[src/sv/csf_pkg.sv]
package csf_pkg;

  // Filter order (number of states in use), 1..4
  localparam int Order    = 4;
  // Coefficient registers per bank, fixed by the register map
  localparam int NumCoef  = 4;

  localparam int CoefW    = 16;
  localparam int StateW   = 24;
  localparam int SmpW     = 16;
  localparam int FracBits = 14;

  localparam int ProdW    = CoefW + StateW;
  localparam int AccW     = ProdW + $clog2(Order) + 1;
  localparam int RndW     = AccW - FracBits;
  localparam int DiffW    = RndW + 1;
  localparam int KW       = (Order > 1) ? $clog2(Order) : 1;

  localparam int CfgIdxW  = 4;
  localparam int CfgDataW = 16;

  localparam int StateMax = 2 ** (StateW - 1) - 1;
  localparam int StateMin = -(2 ** (StateW - 1));
  localparam int SmpMax   = 2 ** (SmpW - 1) - 1;
  localparam int SmpMin   = -(2 ** (SmpW - 1));

  typedef logic signed [CoefW-1:0]  coef_t;
  typedef logic signed [StateW-1:0] stv_t;
  typedef logic signed [SmpW-1:0]   smp_t;
  typedef logic signed [AccW-1:0]   acc_t;

  // MAC issue control
  typedef struct packed {
    logic issue;  // a product is issued this cycle
    logic first;  // first product of a dot product: reload accumulator
  } mac_ctl_t;

  function automatic stv_t sat_state(logic signed [DiffW-1:0] v);
    logic signed [DiffW-1:0] hi;
    logic signed [DiffW-1:0] lo;
    hi = DiffW'(StateMax);
    lo = DiffW'(StateMin);
    if (v > hi) begin
      return hi[StateW-1:0];
    end else if (v < lo) begin
      return lo[StateW-1:0];
    end
    return v[StateW-1:0];
  endfunction

  function automatic smp_t sat_out(logic signed [RndW-1:0] v);
    logic signed [RndW-1:0] hi;
    logic signed [RndW-1:0] lo;
    hi = RndW'(SmpMax);
    lo = RndW'(SmpMin);
    if (v > hi) begin
      return hi[SmpW-1:0];
    end else if (v < lo) begin
      return lo[SmpW-1:0];
    end
    return v[SmpW-1:0];
  endfunction

endpackage

[src/sv/csf_in_if.sv]
interface csf_in_if;
  logic          valid;
  logic          ready;
  csf_pkg::smp_t sample_in;

  modport source (output valid, output sample_in, input ready);
  modport sink   (input valid, input sample_in, output ready);
endinterface

[src/sv/csf_out_if.sv]
interface csf_out_if;
  logic          valid;
  logic          ready;
  csf_pkg::smp_t sample_out;

  modport source (output valid, output sample_out, input ready);
  modport sink   (input valid, input sample_out, output ready);
endinterface

[src/sv/csf_mac.sv]
// Shared multiply-accumulate: product register, then accumulator.
// Accumulator is preloaded with the rounding bias on the first product.
module csf_mac (
  input  logic              clk_i,
  input  logic              rst_ni,
  input  csf_pkg::mac_ctl_t ctl_i,
  input  csf_pkg::coef_t    coef_i,
  input  csf_pkg::stv_t     state_i,
  output csf_pkg::acc_t     acc_o
);

  localparam csf_pkg::acc_t RoundBias = csf_pkg::AccW'(2 ** (csf_pkg::FracBits - 1));

  logic signed [csf_pkg::ProdW-1:0] prod_d;
  logic signed [csf_pkg::ProdW-1:0] prod_q;
  logic                             pv_q;
  logic                             first_q;
  csf_pkg::acc_t                    acc_q;

  assign prod_d = coef_i * state_i;

  always_ff @(posedge clk_i or negedge rst_ni) begin
    if (!rst_ni) begin
      pv_q    <= 1'b0;
      first_q <= 1'b0;
    end else begin
      pv_q    <= ctl_i.issue;
      first_q <= ctl_i.first;
    end
  end

  always_ff @(posedge clk_i) begin
    prod_q <= prod_d;
    if (pv_q) begin
      acc_q <= (first_q ? RoundBias : acc_q) + csf_pkg::AccW'(prod_q);
    end
  end

  assign acc_o = acc_q;

endmodule

[src/sv/canonical_state_space_filter.sv]
// Channel | Dir | Payload            | Transfer
// in_i    | in  | sample_in  (s16)   | valid & ready
// out_o   | out | sample_out (s16)   | valid & ready
// cfg     | in  | cfg_idx_i/cfg_data | cfg_we_i, one write per cycle
//
// From acceptance to the next ready, a sample passes through the denominator
// pass, where the single shared MAC takes one product per cycle, a drain state
// for its two-stage pipeline, the state update, the numerator pass with its
// own drain state, and the output register load. A new sample is accepted
// only once the sequencer is back in idle after that load.
// rst_ni clears states, coefficients, sequencer and the output register.
// The result sits in an output register; a new sample is accepted while it
// waits, but that sample's result stalls in the final step until the slot frees.
module canonical_state_space_filter (
  input  logic                          clk_i,
  input  logic                          rst_ni,
  csf_in_if.sink                        in_i,
  csf_out_if.source                     out_o,
  input  logic                          cfg_we_i,
  input  logic [csf_pkg::CfgIdxW-1:0]   cfg_idx_i,
  input  logic [csf_pkg::CfgDataW-1:0]  cfg_data_i
);

  typedef enum logic [2:0] {
    StIdle,
    StDen,       // issue den_coef[k] * state[k]
    StDenDrain,  // last denominator product accumulates
    StUpd,       // shift states, new last state
    StNum,       // issue num_coef[k] * new state[k]
    StNumDrain,
    StOut        // round, saturate, load output register
  } fsm_e;

  localparam int Ord = csf_pkg::Order;
  localparam int KW  = csf_pkg::KW;

  fsm_e                          state_q;
  logic [KW-1:0]                 k_q;
  csf_pkg::smp_t                 u_q;
  csf_pkg::stv_t                 st_q [Ord];
  csf_pkg::coef_t                den_q [Ord];
  csf_pkg::coef_t                num_q [Ord];
  logic                          out_vld_q;
  csf_pkg::smp_t                 out_data_q;

  csf_pkg::mac_ctl_t             mac_ctl;
  csf_pkg::coef_t                mac_coef;
  csf_pkg::acc_t                 acc;
  logic signed [csf_pkg::RndW-1:0]  rnd;
  logic signed [csf_pkg::DiffW-1:0] diff;
  csf_pkg::stv_t                 new_st;
  logic                          k_last;
  logic                          out_free;
  logic                          load_out;
  logic [csf_pkg::CfgIdxW-1:0]   num_idx;

  // ---------------------------------------------------------------------------
  // Coefficient registers. Indices past the used order or past the map are
  // dropped.
  // ---------------------------------------------------------------------------
  assign num_idx = cfg_idx_i - csf_pkg::CfgIdxW'(csf_pkg::NumCoef);

  always_ff @(posedge clk_i or negedge rst_ni) begin
    if (!rst_ni) begin
      for (int i = 0; i < Ord; i++) begin
        den_q[i] <= '0;
        num_q[i] <= '0;
      end
    end else if (cfg_we_i) begin
      if (cfg_idx_i < csf_pkg::CfgIdxW'(Ord)) begin
        den_q[cfg_idx_i[KW-1:0]] <= cfg_data_i;
      end else if (cfg_idx_i >= csf_pkg::CfgIdxW'(csf_pkg::NumCoef) &&
                   num_idx < csf_pkg::CfgIdxW'(Ord)) begin
        num_q[num_idx[KW-1:0]] <= cfg_data_i;
      end
    end
  end

  // ---------------------------------------------------------------------------
  // Shared MAC
  // ---------------------------------------------------------------------------
  assign k_last        = (k_q == KW'(Ord - 1));
  assign mac_ctl.issue = (state_q == StDen) || (state_q == StNum);
  assign mac_ctl.first = (k_q == '0);
  assign mac_coef      = (state_q == StDen) ? den_q[k_q] : num_q[k_q];

  csf_mac u_mac (
    .clk_i   (clk_i),
    .rst_ni  (rst_ni),
    .ctl_i   (mac_ctl),
    .coef_i  (mac_coef),
    .state_i (st_q[k_q]),
    .acc_o   (acc)
  );

  // Accumulator already carries the half-LSB bias: the shift rounds half up.
  assign rnd    = $signed(acc[csf_pkg::AccW-1:csf_pkg::FracBits]);
  assign diff   = csf_pkg::DiffW'(u_q) - csf_pkg::DiffW'(rnd);
  assign new_st = csf_pkg::sat_state(diff);

  // Output slot is free when empty or being drained this cycle
  assign out_free = !out_vld_q || out_o.ready;
  assign load_out = (state_q == StOut) && out_free;

  // ---------------------------------------------------------------------------
  // Sequencer, states, output register
  // ---------------------------------------------------------------------------
  always_ff @(posedge clk_i or negedge rst_ni) begin
    if (!rst_ni) begin
      state_q    <= StIdle;
      k_q        <= '0;
      u_q        <= '0;
      out_vld_q  <= 1'b0;
      out_data_q <= '0;
      for (int i = 0; i < Ord; i++) begin
        st_q[i] <= '0;
      end
    end else begin
      // load wins over drain: a drained slot is refilled in the same cycle
      if (load_out) begin
        out_vld_q  <= 1'b1;
        out_data_q <= csf_pkg::sat_out(rnd);
      end else if (out_o.ready) begin
        out_vld_q <= 1'b0;
      end
      case (state_q)
        StIdle: begin
          if (in_i.valid) begin
            u_q     <= in_i.sample_in;
            k_q     <= '0;
            state_q <= StDen;
          end
        end
        StDen: begin
          if (k_last) begin
            k_q     <= '0;
            state_q <= StDenDrain;
          end else begin
            k_q <= k_q + KW'(1);
          end
        end
        StDenDrain: begin
          state_q <= StUpd;
        end
        StUpd: begin
          for (int i = 0; i < Ord - 1; i++) begin
            st_q[i] <= st_q[i+1];
          end
          st_q[Ord-1] <= new_st;
          state_q     <= StNum;
        end
        StNum: begin
          if (k_last) begin
            k_q     <= '0;
            state_q <= StNumDrain;
          end else begin
            k_q <= k_q + KW'(1);
          end
        end
        StNumDrain: begin
          state_q <= StOut;
        end
        StOut: begin
          if (out_free) begin
            state_q <= StIdle;
          end
        end
        default: begin
          state_q <= StIdle;
        end
      endcase
    end
  end

  assign in_i.ready       = (state_q == StIdle);
  assign out_o.valid      = out_vld_q;
  assign out_o.sample_out = out_data_q;

  // ---------------------------------------------------------------------------
  // Assertions
  // ---------------------------------------------------------------------------
  a_accept_starts: assert property (@(posedge clk_i) disable iff (!rst_ni)
    in_i.valid && in_i.ready |=> state_q == StDen && k_q == '0)
    else $error("accepted transaction did not start the denominator pass");

  a_last_state_upd: assert property (@(posedge clk_i) disable iff (!rst_ni)
    state_q == StUpd |=> st_q[Ord-1] == $past(new_st))
    else $error("last state not loaded with the saturated update");

  a_num_pass_len: assert property (@(posedge clk_i) disable iff (!rst_ni)
    state_q == StNum && k_last |=> state_q == StNumDrain)
    else $error("numerator pass did not end after Order products");

  a_no_overwrite: assert property (@(posedge clk_i) disable iff (!rst_ni)
    state_q == StOut && out_vld_q && !out_o.ready |=> state_q == StOut && out_vld_q)
    else $error("pending result overwritten or dropped");

endmodule
[src/flat_wrapper.sv]
// flat-port wrapper written by rule: the top's interface ports become plain ports
module canonical_state_space_filter_flat 
  (clk_i, rst_ni, cfg_we_i, cfg_idx_i, cfg_data_i, in_i_valid, in_i_sample_in, in_i_ready, out_o_valid, out_o_sample_out, out_o_ready);
  csf_in_if in_i_i ();
  csf_out_if out_o_i ();
  input  logic clk_i;
  input  logic rst_ni;
  input  logic cfg_we_i;
  input  logic [csf_pkg::CfgIdxW-1:0] cfg_idx_i;
  input  logic [csf_pkg::CfgDataW-1:0] cfg_data_i;
  input wire logic [$bits(in_i_i.valid)-1:0] in_i_valid;
  input wire logic [$bits(in_i_i.sample_in)-1:0] in_i_sample_in;
  output wire logic [$bits(in_i_i.ready)-1:0] in_i_ready;
  output wire logic [$bits(out_o_i.valid)-1:0] out_o_valid;
  output wire logic [$bits(out_o_i.sample_out)-1:0] out_o_sample_out;
  input wire logic [$bits(out_o_i.ready)-1:0] out_o_ready;
  assign in_i_i.valid = in_i_valid;
  assign in_i_i.sample_in = in_i_sample_in;
  assign in_i_ready = in_i_i.ready;
  assign out_o_valid = out_o_i.valid;
  assign out_o_sample_out = out_o_i.sample_out;
  assign out_o_i.ready = out_o_ready;
  canonical_state_space_filter u_core (.clk_i(clk_i), .rst_ni(rst_ni), .in_i(in_i_i), .out_o(out_o_i), .cfg_we_i(cfg_we_i), .cfg_idx_i(cfg_idx_i), .cfg_data_i(cfg_data_i));
endmodule
[config.mk]
export PLATFORM = sky130hd
export DESIGN_NAME = canonical_state_space_filter_flat
export DESIGN_NICKNAME = d
export VERILOG_FILES = /design/src/sv/csf_pkg.sv /design/src/sv/csf_in_if.sv /design/src/sv/csf_out_if.sv /design/src/sv/csf_mac.sv /design/src/sv/canonical_state_space_filter.sv /design/src/flat_wrapper.sv
export SDC_FILE = /design/constraint.sdc
export NUM_CORES = 2
export LEC_CHECK = 0
export BUFFER_PORTS_ARGS = -buffer_cell sky130_fd_sc_hd__buf_2
export CORE_UTILIZATION = 50
export CTS_CLUSTER_DIAMETER = 120
export DETAILED_ROUTE_END_ITERATION = 7
export PLACE_DENSITY_LB_ADDON = 0.3
export SKIP_CTS_REPAIR_TIMING = 1
export SLEW_MARGIN = 40
export SYNTH_ARGS = -nofsm -noshare
export SYNTH_HDL_FRONTEND = slang
export SYNTH_SLANG_ARGS = --single-unit
[constraint.sdc]
create_clock -name clk_i -period 16.9 [get_ports clk_i]
set_input_delay 0.845 -clock clk_i [delete_from_list [all_inputs] [get_ports clk_i]]
set_output_delay 0.845 -clock clk_i [all_outputs]
set_load 0.02 [all_outputs]
==> summary.md <==
| Metric | Value |
|---|---|
| Area Growth Syn to Fin | 7.88% |
| Post-Syn Area | around 32000 um2 |
| CTS tree | done |
| M3 GR Usage | 0.0333 |
| Largest net degree at the start of global routing | 141 |
| Die ar. | ~65000 um2 |
| WS Path Type | flop to flop |
| Vias/cell | 5.46 |
| Hold Crit Class | input pin to asynchronous set/reset pin |
| Synth Area in Compound Gates | 0.0924 |
| Count of final hold-check violations | 0 |
| Wire length per cell | 18.4 um |
| Commonest non-fill, non-tap cell in the layout | inv_1 |
| Antenna violations before repair | 2 |
| Max_cap viols | 0 |
| Vias in the first global route | between 20000 and 25000 |
| Port buffer count | just under 60 |
| Met2 usage in global routing | 0.405 |
| Placed Area | ~33000 um2 |
| Overflow left after global routing | 0 |
| Ys Warns | 0 |
| # nets final | about 3800 |
| Achievable clock frequency | about 110 MHz |
| GP Congestion | roughly 0.91 |
| Setup-failing EPs final | 0 |
| TritonCTS buffer count | 39 |
| 1st-iter DRT viols | ~1400 |
| Crit path time final | slightly above 9 ns |
| Post-Synth Adder-Cell Area | 0.301 |
| Main combinational cell family by area after synthesis | adder cells |
| Clk Latency, worst-skew pair | ~0.58 ns |
| Starting Density | 0.507 |
| Asr flop ratio synth | 0.761 |
| First-pass GRT wire length | approximately 130000 um |
| Slew margin rel. | 0.444 |
| Post-synthesis cell type count | 84 |
| Io pins | 59 |
| Met1 Track Usage GR | 0.327 |
| CTS max path bufs | 3 |
| Syn Nets | 3849 |
| Max Clock Skew | approximately 0.023 ns |
| Final hold slack | 0.211 ns |
| Worst endpoint required time | between 15 and 20 ns |
| Overall routing resource usage | 0.243 |
| Clk pin slew, worst setup/hold paths | ~0.06 ns |
| Cells after Synth | around 3300 |
| Detailed Place HPWL | ~56000 um |
| Layout cells sized above 1 | 0.132 |
| Syn Area/Cell | just under 10 um2 |
| Post-route cell area | approximately 35000 um2 |
| Die height | about 260 um |
| Die Wd | approximately 260 um |
| Core Rows | 92 |
| Global-route layer with the greatest usage | met2 |
| Status | completed |
| Post-synth EDFFs | 43 |
| Slew Viols, Final | 0 |
| First-pass iteration count of the detailed router | 5 |
| Sequential area share after synthesis | 0.271 |
| Final period util | 0.535 |
| Most frequent cells in the layout | 500 x inv_1, 497 x nand2_1, 376 x fa_1 |
| # DRC | 0 |
| Setup_tns | 0 ns |
| Ys flop type | dfrtp_1 |
| Slew @ Worst Pin | between 0.8 and 0.9 ns |
| Non-Filler Instances | between 4000 and 5000 |
| Simple-gate share of the synthesized area | 0.135 |
| Crit Path Max Fanout | 37 |
| Core ar. | between 60000 and 70000 um2 |
| Startpoint Class | flop |
| Root Driver | clkbuf_16 |
| RSZ-0062 raised after global routing | false |
| Yosys reg bits | about 350 |
| Routed WL | 75600 um |
| Mux contribution to synthesized area | 0.0964 |
| ANT nets after route | 0 |
| Cells after DPL | just over 4000 |
| Crit path arrival time | ~9.5 ns |
| Post-synthesis xor/xnor area fraction | 0.0287 |
| # diodes | 0 |
| CTS Sinks | ~350 |
| H-tree levels | 2 |
| Vias | 22500 |
| Worst setup EP type | flop |
[area by class of cell]
cell class                 count  area (um2)
sequential                   347        8710
clock inverter                17         190
fill                        5585       28700
tap                          846        1060
multi-input combinational   2269       21100
clock buffer                  55        1160
inverter                     500        1880
timing repair buffer          86         586
[metrics by stage]
step,utilization,worst slack [ns]
floorplan,-,9.10
global placement,0.524,7.93
detailed placement,0.525,7.81
CTS,0.547,7.80
global route,0.547,7.35
finish,0.547,7.85
[cell families after synthesis]
logic type / count (synthesis)
simple gates: 949
fa+ha+maj: 547
compound gates: 441
xor+xnor: 103
mux: 229
flops: 347
buf+inv: 645
[cells in the mapped netlist, types with 7 or more instances]
cell | number | area (um2)
a21o_1 | 63 | 473
or2_2 | 7 | 43.8
nand2b_1 | 35 | 219
buf_2 | 11 | 55.1
inv_1 | 500 | 1880
nand4_1 | 11 | 68.8
edfxtp_1 | 43 | 1290
buf_1 | 9 | 33.8
nand3b_1 | 7 | 52.6
mux4_2 | 48 | 1080
o21a_1 | 20 | 150
xor2_1 | 35 | 307
a21oi_1 | 104 | 521
o31ai_1 | 7 | 52.6
ha_1 | 171 | 2140
clkbuf_1 | 123 | 462
a211oi_1 | 11 | 82.6
mux2i_1 | 18 | 180
xnor2_1 | 67 | 587
dfrtp_1 | 264 | 6610
nor2b_1 | 68 | 425
dfxtp_1 | 40 | 801
nand2_1 | 499 | 1870
fa_1 | 376 | 7530
and2_1 | 74 | 463
nand3_1 | 27 | 135
o21bai_1 | 15 | 113
o21ai_0 | 97 | 485
mux2_2 | 161 | 1810
o32ai_1 | 7 | 61.3
and3_1 | 11 | 68.8
o21ai_2 | 18 | 158
a31oi_1 | 19 | 119
a32oi_1 | 11 | 96.3
nor3_1 | 31 | 155
nor4_1 | 7 | 43.8
nor2_1 | 148 | 556
a211o_1 | 9 | 78.8
o211ai_1 | 7 | 52.6
[flip-flops by register name, indices dropped and copies added (netlist names)]
register	count
u_core.u_mac.prod_q	40
u_core.out_o.sample_out	16
u_core.den_q	64
u_core.u_mac.first_q	1
u_core.u_mac.acc_o	43
u_core.num_q	64
u_core.u_q	16
u_core.state_q	3
u_core.st_q	96
u_core.u_mac.pv_q	1
u_core.k_q	2
u_core.out_o.valid	1
[critical path, stage by stage (launching register included)]
cell and delay (ns):
dfrtp_4 0.75, buf_4 0.67, mux4_2 0.60, mux2_1 0.59
and2_1 0.31, fa_1 0.53, inv_1 0.05, fa_1 0.49
fa_1 0.52, inv_1 0.05, fa_1 0.48, fa_1 0.55
inv_1 0.06, fa_1 0.52, inv_1 0.04, ha_1 0.35
a21o_1 0.18, a21o_1 0.17, a221oi_1 0.52, nand3_1 0.13
o211ai_1 0.29, o21ai_0 0.18, o31a_1 0.32, a211o_1 0.26
a21oi_1 0.17, xnor2_1 0.07
[per-layer routing]
metal  vias up  routed length [um]
met5         -                  13
met4         2                2480
met3       128                4070
met2       540               36600
met1     11300               32400
li1      10500                   -
[path summary, 6_finish.rpt]
check                           startpoint                 endpoint  slack [ns]  depth (start not counted)
setup / recovery             u_core.k_q[0]  u_core.u_mac.prod_q[39]        7.85                         25
hold / removal                      rst_ni           u_core.st_q[0]        0.21                          1
setup reg to reg             u_core.k_q[0]  u_core.u_mac.prod_q[39]        7.85                         25
hold reg to reg            u_core.st_q[78]          u_core.st_q[78]        0.47                          2
max in group asynchronous           rst_ni         u_core.num_q[54]       15.51                          3
min in group clk_i         u_core.st_q[78]          u_core.st_q[78]        0.47                          2
Power is left out: the tool's default activity adds up to more than one toggle a clock period on the data nets, which glitch-free logic cannot reach.
